## src/rtl/bdq_pkg.sv

```systemverilog
// Shared types, constants and helpers for the bounded deque.
`default_nettype none
package bdq_pkg;

	localparam int DEPTH      = 16;
	localparam int DATA_WIDTH = 32;
	localparam int AW         = (DEPTH > 1) ? $clog2(DEPTH) : 1;
	localparam int CNT_W      = $clog2(DEPTH + 1);
	localparam int REQ_W      = 3;
	localparam int STS_W      = 2;
	localparam int IN_TDATA_W  = ((DATA_WIDTH + 7) / 8) * 8;
	localparam int OUT_TDATA_W = ((DATA_WIDTH + CNT_W + 7) / 8) * 8;

	localparam logic [REQ_W-1:0] REQ_PUSH_FRONT = 3'd0;
	localparam logic [REQ_W-1:0] REQ_PUSH_BACK  = 3'd1;
	localparam logic [REQ_W-1:0] REQ_POP_FRONT  = 3'd2;
	localparam logic [REQ_W-1:0] REQ_POP_BACK   = 3'd3;
	localparam logic [REQ_W-1:0] REQ_LIST       = 3'd4;

	localparam logic [STS_W-1:0] STS_OK    = 2'd0;
	localparam logic [STS_W-1:0] STS_EMPTY = 2'd1;
	localparam logic [STS_W-1:0] STS_FULL  = 2'd2;

	typedef enum logic [1:0] {
		S_IDLE,
		S_EMIT_POP,
		S_EMIT_LIST
	} ctl_state_t;

	typedef struct packed {
		logic             push_front;
		logic             push_back;
		logic             pop_front;
		logic             pop_back;
		logic             list_start;
		logic             list_next;
		logic             load_result;
		logic             load_word;
		logic [STS_W-1:0] res_status;
		logic             res_last;
	} ctl_cmd_t;

	typedef struct packed {
		logic empty;
		logic full;
		logic list_last;
		logic out_free;
	} dp_sts_t;

	function automatic logic [AW-1:0] wrap_index(input logic [CNT_W:0] s);
		logic [CNT_W:0] r;
		r = (s >= (CNT_W+1)'(DEPTH)) ? s - (CNT_W+1)'(DEPTH) : s;
		return r[AW-1:0];
	endfunction

endpackage
`default_nettype wire

```

## src/rtl/bdq_ram.sv

```systemverilog
// Generic single-port RAM with registered read.
`default_nettype none
module bdq_ram #(
	parameter int WIDTH = 32,
	parameter int DEPTH = 16,
	parameter int AW    = (DEPTH > 1) ? $clog2(DEPTH) : 1
) (
	input  wire logic             clk,
	input  wire logic             we,
	input  wire logic             re,
	input  wire logic [AW-1:0]    addr,
	input  wire logic [WIDTH-1:0] wdata,
	output logic      [WIDTH-1:0] rdata
);

	logic [WIDTH-1:0] mem_q [DEPTH];
	logic [WIDTH-1:0] rdata_q;

	always_ff @(posedge clk) begin
		if (we) begin
			mem_q[addr] <= wdata;
		end
		if (re) begin
			rdata_q <= mem_q[addr];
		end
	end

	assign rdata = rdata_q;

endmodule
`default_nettype wire

```

## src/rtl/bdq_ctrl.sv

```systemverilog
// Request sequencer for the bounded deque.
`default_nettype none
module bdq_ctrl
	import bdq_pkg::*;
(
	input  wire logic             clk,
	input  wire logic             arst_n,
	input  wire logic             req_valid,
	input  wire logic [REQ_W-1:0] req_type,
	input  wire dp_sts_t          sts,
	output logic                  req_ready,
	output ctl_cmd_t              cmd
);

	ctl_state_t state_q, state_d;
	logic       accept;

	always_ff @(posedge clk or negedge arst_n) begin
		if (!arst_n) begin
			state_q <= S_IDLE;
		end else begin
			state_q <= state_d;
		end
	end

	assign req_ready = (state_q == S_IDLE) && sts.out_free;
	assign accept    = req_valid && req_ready;

	always_comb begin
		state_d = state_q;
		cmd     = '0;
		cmd.res_status = STS_OK;
		case (state_q)
			S_IDLE: begin
				if (accept) begin
					case (req_type)
						REQ_PUSH_FRONT, REQ_PUSH_BACK: begin
							cmd.load_result = 1'b1;
							cmd.res_last    = 1'b1;
							if (sts.full) begin
								cmd.res_status = STS_FULL;
							end else begin
								cmd.push_front = (req_type == REQ_PUSH_FRONT);
								cmd.push_back  = (req_type == REQ_PUSH_BACK);
							end
						end
						REQ_POP_FRONT, REQ_POP_BACK: begin
							if (sts.empty) begin
								cmd.load_result = 1'b1;
								cmd.res_last    = 1'b1;
								cmd.res_status  = STS_EMPTY;
							end else begin
								cmd.pop_front = (req_type == REQ_POP_FRONT);
								cmd.pop_back  = (req_type == REQ_POP_BACK);
								state_d       = S_EMIT_POP;
							end
						end
						REQ_LIST: begin
							if (sts.empty) begin
								cmd.load_result = 1'b1;
								cmd.res_last    = 1'b1;
								cmd.res_status  = STS_EMPTY;
							end else begin
								cmd.list_start = 1'b1;
								state_d        = S_EMIT_LIST;
							end
						end
						default: begin
						end
					endcase
				end
			end
			S_EMIT_POP: begin
				if (sts.out_free) begin
					cmd.load_word = 1'b1;
					cmd.res_last  = 1'b1;
					state_d       = S_IDLE;
				end
			end
			S_EMIT_LIST: begin
				if (sts.out_free) begin
					cmd.load_word = 1'b1;
					cmd.res_last  = sts.list_last;
					if (sts.list_last) begin
						state_d = S_IDLE;
					end else begin
						cmd.list_next = 1'b1;
					end
				end
			end
			default: begin
				state_d = S_IDLE;
			end
		endcase
	end

endmodule
`default_nettype wire

```

## src/rtl/bdq_dp.sv

```systemverilog
// Datapath of the bounded deque: pointers, ring store and output register.
`default_nettype none
module bdq_dp
	import bdq_pkg::*;
(
	input  wire logic                  clk,
	input  wire logic                  arst_n,
	input  wire ctl_cmd_t              cmd,
	input  wire logic [DATA_WIDTH-1:0] push_value,
	input  wire logic                  out_ready,
	output dp_sts_t                    sts,
	output logic                       out_valid,
	output logic      [DATA_WIDTH-1:0] out_data,
	output logic      [STS_W-1:0]      out_status,
	output logic                       out_last,
	output logic      [CNT_W-1:0]      out_occ
);

	logic [AW-1:0]         front_q, front_d, front_dec, addr;
	logic [CNT_W-1:0]      count_q, count_d, idx_q;
	logic                  we, re;
	logic [DATA_WIDTH-1:0] rdata;
	logic                  valid_q;
	logic [DATA_WIDTH-1:0] data_q;
	logic [STS_W-1:0]      status_q;
	logic                  last_q;
	logic [CNT_W-1:0]      occ_q;
	logic [CNT_W:0]        front_x, count_x, idx_x;

	assign front_x   = (CNT_W+1)'(front_q);
	assign count_x   = (CNT_W+1)'(count_q);
	assign idx_x     = (CNT_W+1)'(idx_q);
	assign front_dec = (front_q == '0) ? AW'(DEPTH - 1) : front_q - AW'(1);

	always_comb begin
		addr = front_q;
		if (cmd.push_front) begin
			addr = front_dec;
		end else if (cmd.push_back) begin
			addr = wrap_index(front_x + count_x);
		end else if (cmd.pop_back) begin
			addr = wrap_index(front_x + count_x - (CNT_W+1)'(1));
		end else if (cmd.list_next) begin
			addr = wrap_index(front_x + idx_x + (CNT_W+1)'(1));
		end
	end

	assign we = cmd.push_front || cmd.push_back;
	assign re = cmd.pop_front || cmd.pop_back || cmd.list_start || cmd.list_next;

	always_comb begin
		count_d = count_q;
		front_d = front_q;
		if (we) begin
			count_d = count_q + CNT_W'(1);
		end else if (cmd.pop_front || cmd.pop_back) begin
			count_d = count_q - CNT_W'(1);
		end
		if (cmd.push_front) begin
			front_d = front_dec;
		end else if (cmd.pop_front) begin
			front_d = wrap_index(front_x + (CNT_W+1)'(1));
		end
	end

	bdq_ram #(
		.WIDTH (DATA_WIDTH),
		.DEPTH (DEPTH)
	) u_ram (
		.clk   (clk),
		.we    (we),
		.re    (re),
		.addr  (addr),
		.wdata (push_value),
		.rdata (rdata)
	);

	always_ff @(posedge clk or negedge arst_n) begin
		if (!arst_n) begin
			front_q <= '0;
			count_q <= '0;
			idx_q   <= '0;
			valid_q <= 1'b0;
		end else begin
			front_q <= front_d;
			count_q <= count_d;
			if (cmd.list_start) begin
				idx_q <= '0;
			end else if (cmd.list_next) begin
				idx_q <= idx_q + CNT_W'(1);
			end
			if (cmd.load_result || cmd.load_word) begin
				valid_q <= 1'b1;
			end else if (out_ready) begin
				valid_q <= 1'b0;
			end
		end
	end

	always_ff @(posedge clk) begin
		if (cmd.load_result || cmd.load_word) begin
			data_q   <= cmd.load_word ? rdata : '0;
			status_q <= cmd.res_status;
			last_q   <= cmd.res_last;
			occ_q    <= count_d;
		end
	end

	assign sts.empty     = (count_q == '0);
	assign sts.full      = (count_q == CNT_W'(DEPTH));
	assign sts.list_last = ((idx_q + CNT_W'(1)) == count_q);
	assign sts.out_free  = !valid_q || out_ready;

	assign out_valid  = valid_q;
	assign out_data   = data_q;
	assign out_status = status_q;
	assign out_last   = last_q;
	assign out_occ    = occ_q;

endmodule
`default_nettype wire

```

## src/rtl/bounded_deque_with_listing.sv

```systemverilog
// Bounded double-ended queue with a listing request (top level).
//
// Requests enter on the s_ channel: s_tuser carries the request kind
// (push front, push back, pop front, pop back, list), s_tdata the word to push.
// Results leave on the m_ channel: m_tuser carries the status, m_tdata the
// returned word and the occupancy after the request, m_tlast marks the final
// result of a request.
// A push, an error or an unused code is taken without leaving the idle state; a
// push or error result appears in the output register on the next cycle. A pop
// reads the ring store first and then loads the word into the output register.
// A list reads the front word first, then emits one stored word per cycle
// while m_tready stays high, the most the single-port ring store read allows.
// s_tready is high only while no request is in progress and the output
// register is empty or being drained; a new request may enter in the cycle in
// which the previous result transfers. When the receiver stalls, the result
// is held and s_tready stays low.
// Reset empties the queue and marks the output register empty; stored words are
// not cleared.
`default_nettype none
module bounded_deque_with_listing
	import bdq_pkg::*;
(
	input  wire logic                   clk,
	input  wire logic                   arst_n,
	input  wire logic                   s_tvalid,
	output logic                        s_tready,
	input  wire logic [IN_TDATA_W-1:0]  s_tdata,  // push_value
	input  wire logic [REQ_W-1:0]       s_tuser,  // req_type
	output logic                        m_tvalid,
	input  wire logic                   m_tready,
	output logic      [OUT_TDATA_W-1:0] m_tdata,  // data_word, occupancy
	output logic      [STS_W-1:0]       m_tuser,  // status_code
	output logic                        m_tlast
);

	ctl_cmd_t              cmd;
	dp_sts_t               sts;
	logic [DATA_WIDTH-1:0] out_data;
	logic [CNT_W-1:0]      out_occ;

	bdq_ctrl u_ctrl (
		.clk       (clk),
		.arst_n    (arst_n),
		.req_valid (s_tvalid),
		.req_type  (s_tuser),
		.sts       (sts),
		.req_ready (s_tready),
		.cmd       (cmd)
	);

	bdq_dp u_dp (
		.clk        (clk),
		.arst_n     (arst_n),
		.cmd        (cmd),
		.push_value (s_tdata[DATA_WIDTH-1:0]),
		.out_ready  (m_tready),
		.sts        (sts),
		.out_valid  (m_tvalid),
		.out_data   (out_data),
		.out_status (m_tuser),
		.out_last   (m_tlast),
		.out_occ    (out_occ)
	);

	assign m_tdata = OUT_TDATA_W'({out_occ, out_data});

endmodule
`default_nettype wire

```

## config.mk

```make
export PLATFORM = sky130hd
export DESIGN_NAME = bounded_deque_with_listing
export DESIGN_NICKNAME = d
export VERILOG_FILES = /design/src/rtl/bdq_pkg.sv /design/src/rtl/bdq_ram.sv /design/src/rtl/bdq_ctrl.sv /design/src/rtl/bdq_dp.sv /design/src/rtl/bounded_deque_with_listing.sv
export SDC_FILE = /design/constraint.sdc
export NUM_CORES = 1
export LEC_CHECK = 0
export BUFFER_PORTS_ARGS = -buffer_cell sky130_fd_sc_hd__buf_4
export CORE_ASPECT_RATIO = 1.75
export CORE_MARGIN = 2
export CORE_UTILIZATION = 30
export CTS_CLUSTER_SIZE = 10
export DETAILED_ROUTE_END_ITERATION = 10
export SYNTH_ARGS = -nofsm -noshare
export SYNTH_HDL_FRONTEND = slang
export SYNTH_HIERARCHICAL = 1
export SYNTH_SLANG_ARGS = --single-unit
```

## constraint.sdc

```tcl
create_clock -name clk -period 16.55 [get_ports clk]
set_input_delay 3.31 -clock clk [delete_from_list [all_inputs] [get_ports clk]]
set_output_delay 3.31 -clock clk [all_outputs]
set_load 0.01 [all_outputs]
```

# [Word level (Yosys, flattened, before mapping)]
# Memories as Yosys holds them, arrays and structs flattened. A register that Yosys moved wholly into a read port is not among the register bits.
# Index checks and enable logic that the tools add are counted.
[classes] n_lt_le_gt_ge=4 eq_ne=15 n_reduce_logical=22 n_addsub=13 mux=50
[ops] op="two-way mux 4 bit" count=11
[ops] op="two-way mux 5 bit" count=6
[ops] op="two-way mux 2 bit" count=12
[ops] op="subtractor 4 x 1 -> 4 bit (second input constant)" count=5
[ops] op=">= comparator 6 x 5 -> 1 bit (second input constant)" count=3
[ops] op="two-way mux 1 bit" count=16
[ops] op="adder 4 x 5 -> 6 bit" count=2
[ops] op="adder 5 x 1 -> 5 bit (second input constant)" count=2
[ops] op="!= test 3 bit (second input constant)" count=3
[ops] op="!= test 2 x 1 -> 1 bit (second input constant)" count=4
[ops] op="AND reduction 7 bit" count=1
[ops] op="adder 6 x 1 -> 6 bit (second input constant)" count=1
[ops] op="== test 3 x 2 -> 1 bit (second input constant)" count=2
[ops] op="logical OR 1 bit" count=6
[ops] op="one-hot mux 2 bit (3 select lines)" count=1
[ops] op="one-hot mux 3 bit (2 select lines)" count=1
[ops] op="nonzero test 2 bit" count=3
[ops] op="OR reduction 2 bit" count=3
[ops] op="subtractor 6 x 1 -> 6 bit (second input constant)" count=1
[ops] op="adder 4 x 1 -> 5 bit (second input constant)" count=1
[ops] op="== test 5 bit" count=1
[ops] op="== test 5 bit (second input constant)" count=1
[ops] op=">= comparator 5 bit (second input constant)" count=1
[ops] op="logical NOT 5 bit" count=1
[ops] op="other kinds (15)" count=16
[totals] word_cells=114 regBits=57 n_memories=1 in_bits=39 ramBits=512 output_inout_bits=45
[memory_table] memory="u_dp.u_ram.mem_q" depth=16 width=32 read_ports=1 rd_ports_with_merged_regs=1 wr=1 line_no="bdq_ram.sv:16" source="logic [WIDTH-1:0] mem_q [DEPTH];"

# [Depth between registers and ports, before layout]
[logic_depth] word_depth=9 depth_mapped=19 depth_no_buf=15

# [By module]
# Netlist, hierarchy kept.
[modules_own_cells] mod="bdq_ram" area_per_inst_um2=20183.1 n_inst=1 cells_each=840 seq_area_each_um2=16335.7
[modules_own_cells] mod="bdq_dp" area_per_inst_um2=2875.3 n_inst=1 cells_each=242 seq_area_each_um2=1576.5
[modules_own_cells] mod="bdq_ctrl" area_per_inst_um2=311.5 n_inst=1 cells_each=41 seq_area_each_um2=50.0
[modules_own_cells] mod="bounded_deque_with_listing" area_per_inst_um2=26.3 n_inst=1 cells_each=4 seq_area_each_um2=0.0

# [Least setup slack after synthesis]
# No wires, ideal clock.
[synth_timing] kind="input to register" from="input port m_tready" to="memory u_dp.u_ram.mem_q[0][0], enable pin" required_ns=16.089 cell_stages=12 n_path_buf=1 arrival_time_ns=7.804 setup_time_ns=0.461 slack_ns=8.285 cell_sequence="nand2b_1 > nand3_1 > or3_1 > nor3_1 > clkbuf_1 > inv_1 > nand2_1 > o32ai_1 > nor3b_1 > nand3b_1 > or3b_2 > nor3_1"
[synth_lines] element="start: declaration" line_no="bounded_deque_with_listing.sv:30" source="input wire logic m_tready,"
[synth_lines] element="end: declaration" line_no="bdq_ram.sv:16"

==> metrics.txt <==
Post-Synthesis Cell Area 23400 um2; full die area 80300 um2; pre-CTS setup slack 7.43 ns; total grt overflow 0; Critical Path Sink Type flop; syn_area_per_cell 20.8 um2; most frequent cells in the layout edfxtp_1 (584), mux4_2 (128), buf_4 (106); Hold Path Sink u_dp/out_data[7]; Post-synth EDFFs 584; Top FF cell, synth edfxtp_1; nets 1306; CP max-delay cell buf_4; WL final 51.4 mm; Detail Route Antenna Nets 0; Rel. slew slack 15.5%; CTS Buf Count 70; vias in the first global route 11900; min-delay src u_dp/u_ram/rdata[7]; post-synthesis sequential area ratio 76.8%; vias post-DR 11100; switching part of the total 31.7%; GRT Total Usage 12.9%; CTS sink count 601; clk slew on worst S/H paths 0.06 ns; top-area cell type share of the netlist area 75.0%; dpl hpwl 29.1 mm; ys async rst share 2.83%; Arrival @ worst endpoint 8.76 ns; cell chain of the critical path buf_4, nand2b_1, nand3_1, or3_1, nor3_1, o21ai_0, mux2i_4, buf_4, buf_4, nand2_1, nor2_4, buf_4; status finished, final reports clean; Layout Skew 0.0320 ns; cells resized by post-CTS repair 0; crit share post-route 51.5%; max_cap viols 0; fmax 117 MHz; CP top delay family simple AND/OR/NAND/NOR gates; Buf+Inv Stages, Crit Path 4; Ys Warns 6; Gate power share 34.2%; crit path setup slack, layout 8.02 ns; P_int 3450 uW; CP dominant cell by count buf_4; wire per inst 22.4 um; Clock Path Buffers 3; Initial Utilization 30.2%; layout cells sized above 1 27.3%; most common cell after layout, fill and taps aside edfxtp_1; Net Sw Power 1600 uW; Final Hold Fails 0; Synth area leader edfxtp_1; area grow syn2layout 16.7%; CP Data Required Time 16.78 ns; type of origin of the critical path input port; core area 77400 um2; I/O pins 84; HP Class reg2reg; fin crit period 8.53 ns; Worst Tran Pin Value 1.26 ns; cell count of the worst reg-to-reg path 14; Post-Route Setup TNS 0 ns; R2R Path Start u_dp/count_q[1]; initial antenna violation count 2; die height 373 um; cell count of the worst hold path 1; H-tree level count 3; residual DRC count 0; largest net degree at the start of global routing 93; Slew Limit Fails 0; hold-fix buffer count after cts 0; Seq pwr share 39.1%; number of port buffers 80; CP Class in2reg; Clock power frac 26.8%; synth top area cells edfxtp_1 (75%), mux4_2 (12%), a22oi_1 (2.1%), dfrtp_1 (1.8%), and2_1 (0.99%); Root Driver clkbuf_16; row count 135; R2R setup slack 9.91 ns; Setup Viol. Count Final 0; Detailed Route Iter0 Violations 889; first drt pass iteration count 5; Leak 0.00878 uW; crit path max fanout 70; worst-skew pair later-pin latency 0.61 ns; worst vdd ir 0.195 mV; GP Congestion 0.771; Critical Path Max Stage Delay 0.95 ns; postcts setup bufs 0; drt via density 4.82; DIE WIDTH 215 um; PwrDens 185 nW/um2; post-synth cell types 59; CTS tree done; unrepaired setup endpoints after global routing false; first-pass GRT wire length 77.0 mm; Mapped Cells 1127; post-synthesis register bit count 601; reg-to-reg endpoint u_dp/u_ram/mem_q[15][5]; critical path startpoint m_tready
-- how the worst max path moves through the flow --
stage | endpoint | slack [ns] | depth (start not counted)
floorplan | u_dp/u_ram/mem_q[0][0] | 8.29 | 12
global placement | u_dp/u_ram/mem_q[15][5] | 7.57 | 12
detailed placement | u_dp/u_ram/mem_q[15][5] | 7.43 | 13
CTS | u_dp/u_ram/mem_q[15][5] | 8.06 | 12
global route | u_dp/u_ram/mem_q[14][7] | 7.69 | 12
finish | u_dp/u_ram/mem_q[15][5] | 8.02 | 12
-- layout make-up --
class / instances / area, um2
timing repair buffer: 107 / 816
multi-input combinational: 449 / 5220
antenna: 1 / 2.50
inverter: 19 / 71.3
clock buffer: 87 / 1900
sequential: 601 / 18000
clock inverter: 5 / 50.0
tap: 1027 / 1280
fill: 7197 / 50100
-- power by group through the flow --
stage | sequential, uW | combinational (uW) | clock [uW]
finish | 1970 | 1720 | 1350
global route | 1990 | 1890 | 1440
CTS | 1980 | 1770 | 1390
detailed placement | 2010 | 1760 | 0
global placement | 2010 | 1740 | 0
floorplan | 2000 | 1210 | 0
-- state kept, by name, summed over array words and instances, names as in the netlist, 2 cells and up --
| name | flops |
|---|---|
| u_ctrl/state_q | 2 |
| u_dp/count_q | 5 |
| u_dp/front_q | 4 |
| u_dp/idx_q | 5 |
| u_dp/out_data | 32 |
| u_dp/out_occ | 5 |
| u_dp/out_status | 2 |
| u_dp/u_ram/mem_q | 512 |
| u_dp/u_ram/rdata | 32 |
-- synthesized netlist by cell type (2+ instances only) --
| cell type | instances |
|---|---|
| nand3b_1 | 3 |
| and3_1 | 3 |
| o211ai_1 | 3 |
| buf_6 | 8 |
| inv_1 | 19 |
| xnor2_1 | 13 |
| clkbuf_1 | 35 |
| nor3_1 | 9 |
| nand2b_1 | 8 |
| a2111oi_0 | 2 |
| mux2i_1 | 4 |
| o21ba_2 | 2 |
| mux4_2 | 128 |
| nor4_1 | 3 |
| dfrtp_1 | 17 |
| nor2_1 | 27 |
| buf_4 | 4 |
| xor2_1 | 8 |
| nand2_1 | 46 |
| o21ai_0 | 6 |
| edfxtp_1 | 584 |
| or2_1 | 3 |
| nor2b_1 | 5 |
| nor3b_1 | 2 |
| a22oi_1 | 64 |
| buf_2 | 13 |
| and2_1 | 37 |
| nand4_1 | 3 |
| fa_1 | 2 |
| ha_1 | 17 |
| nand3_1 | 9 |
| or3_1 | 2 |
| a221o_1 | 2 |
| a21oi_1 | 11 |
-- worst reg2reg max path: stages (launching register included) --
cell and delay [ns]:
dfrtp_1 0.52, inv_1 0.16, ha_1 0.24, nor4b_1 0.17, nand4b_1 0.28, or2_1 0.33
nor2_1 0.61, mux2i_1 0.28, o21ai_0 0.16, mux2i_4 0.20, buf_4 0.78, buf_4 1.00
nand2_1 0.49, nor2_4 0.54, buf_4 0.48
-- logic make-up (layout without fill, tap and decap cells) --
kind of cell,Yosys count,count (layout),share of synthesized area (%)
AO/OA/AOI/OAI,105,105,3.43
other,1,4,0.0160
buffers and inverters,79,218,1.66
XOR/XNOR,21,21,0.786
flip-flops,601,601,76.8
adder cells (fa/ha/maj),19,19,1.08
multiplexers,132,132,12.5
AND/OR/NAND/NOR,169,169,3.76
-- per-stage QoR --
stage,area (um2),utilization (%),hold slack [ns],power [uW],instances
3_3_place_gp,25300,32.8,0.520,3750,2203
2_1_floorplan,23400,-,0.503,3200,1129
4_1_cts,27300,35.3,0.511,5140,2295
3_5_place_dp,25300,32.8,0.513,3760,2203
5_1_grt,27300,35.3,0.546,5320,2295
6_report,27300,35.3,0.510,5050,2296
-- metal layers --
metal / wire (um) / vias up / share of wire [%] / global-route usage [%]
met5: 8 / - / 0.016 / 0
met4: 1380 / 2 / 2.7 / 4.72
met3: 3160 / 95 / 6.1 / 3.00
met2: 27900 / 346 / 54 / 23.5
met1: 19000 / 5804 / 37 / 14.7
li1: - / 4830 / - / -
(Power assumes the default switching activity.)
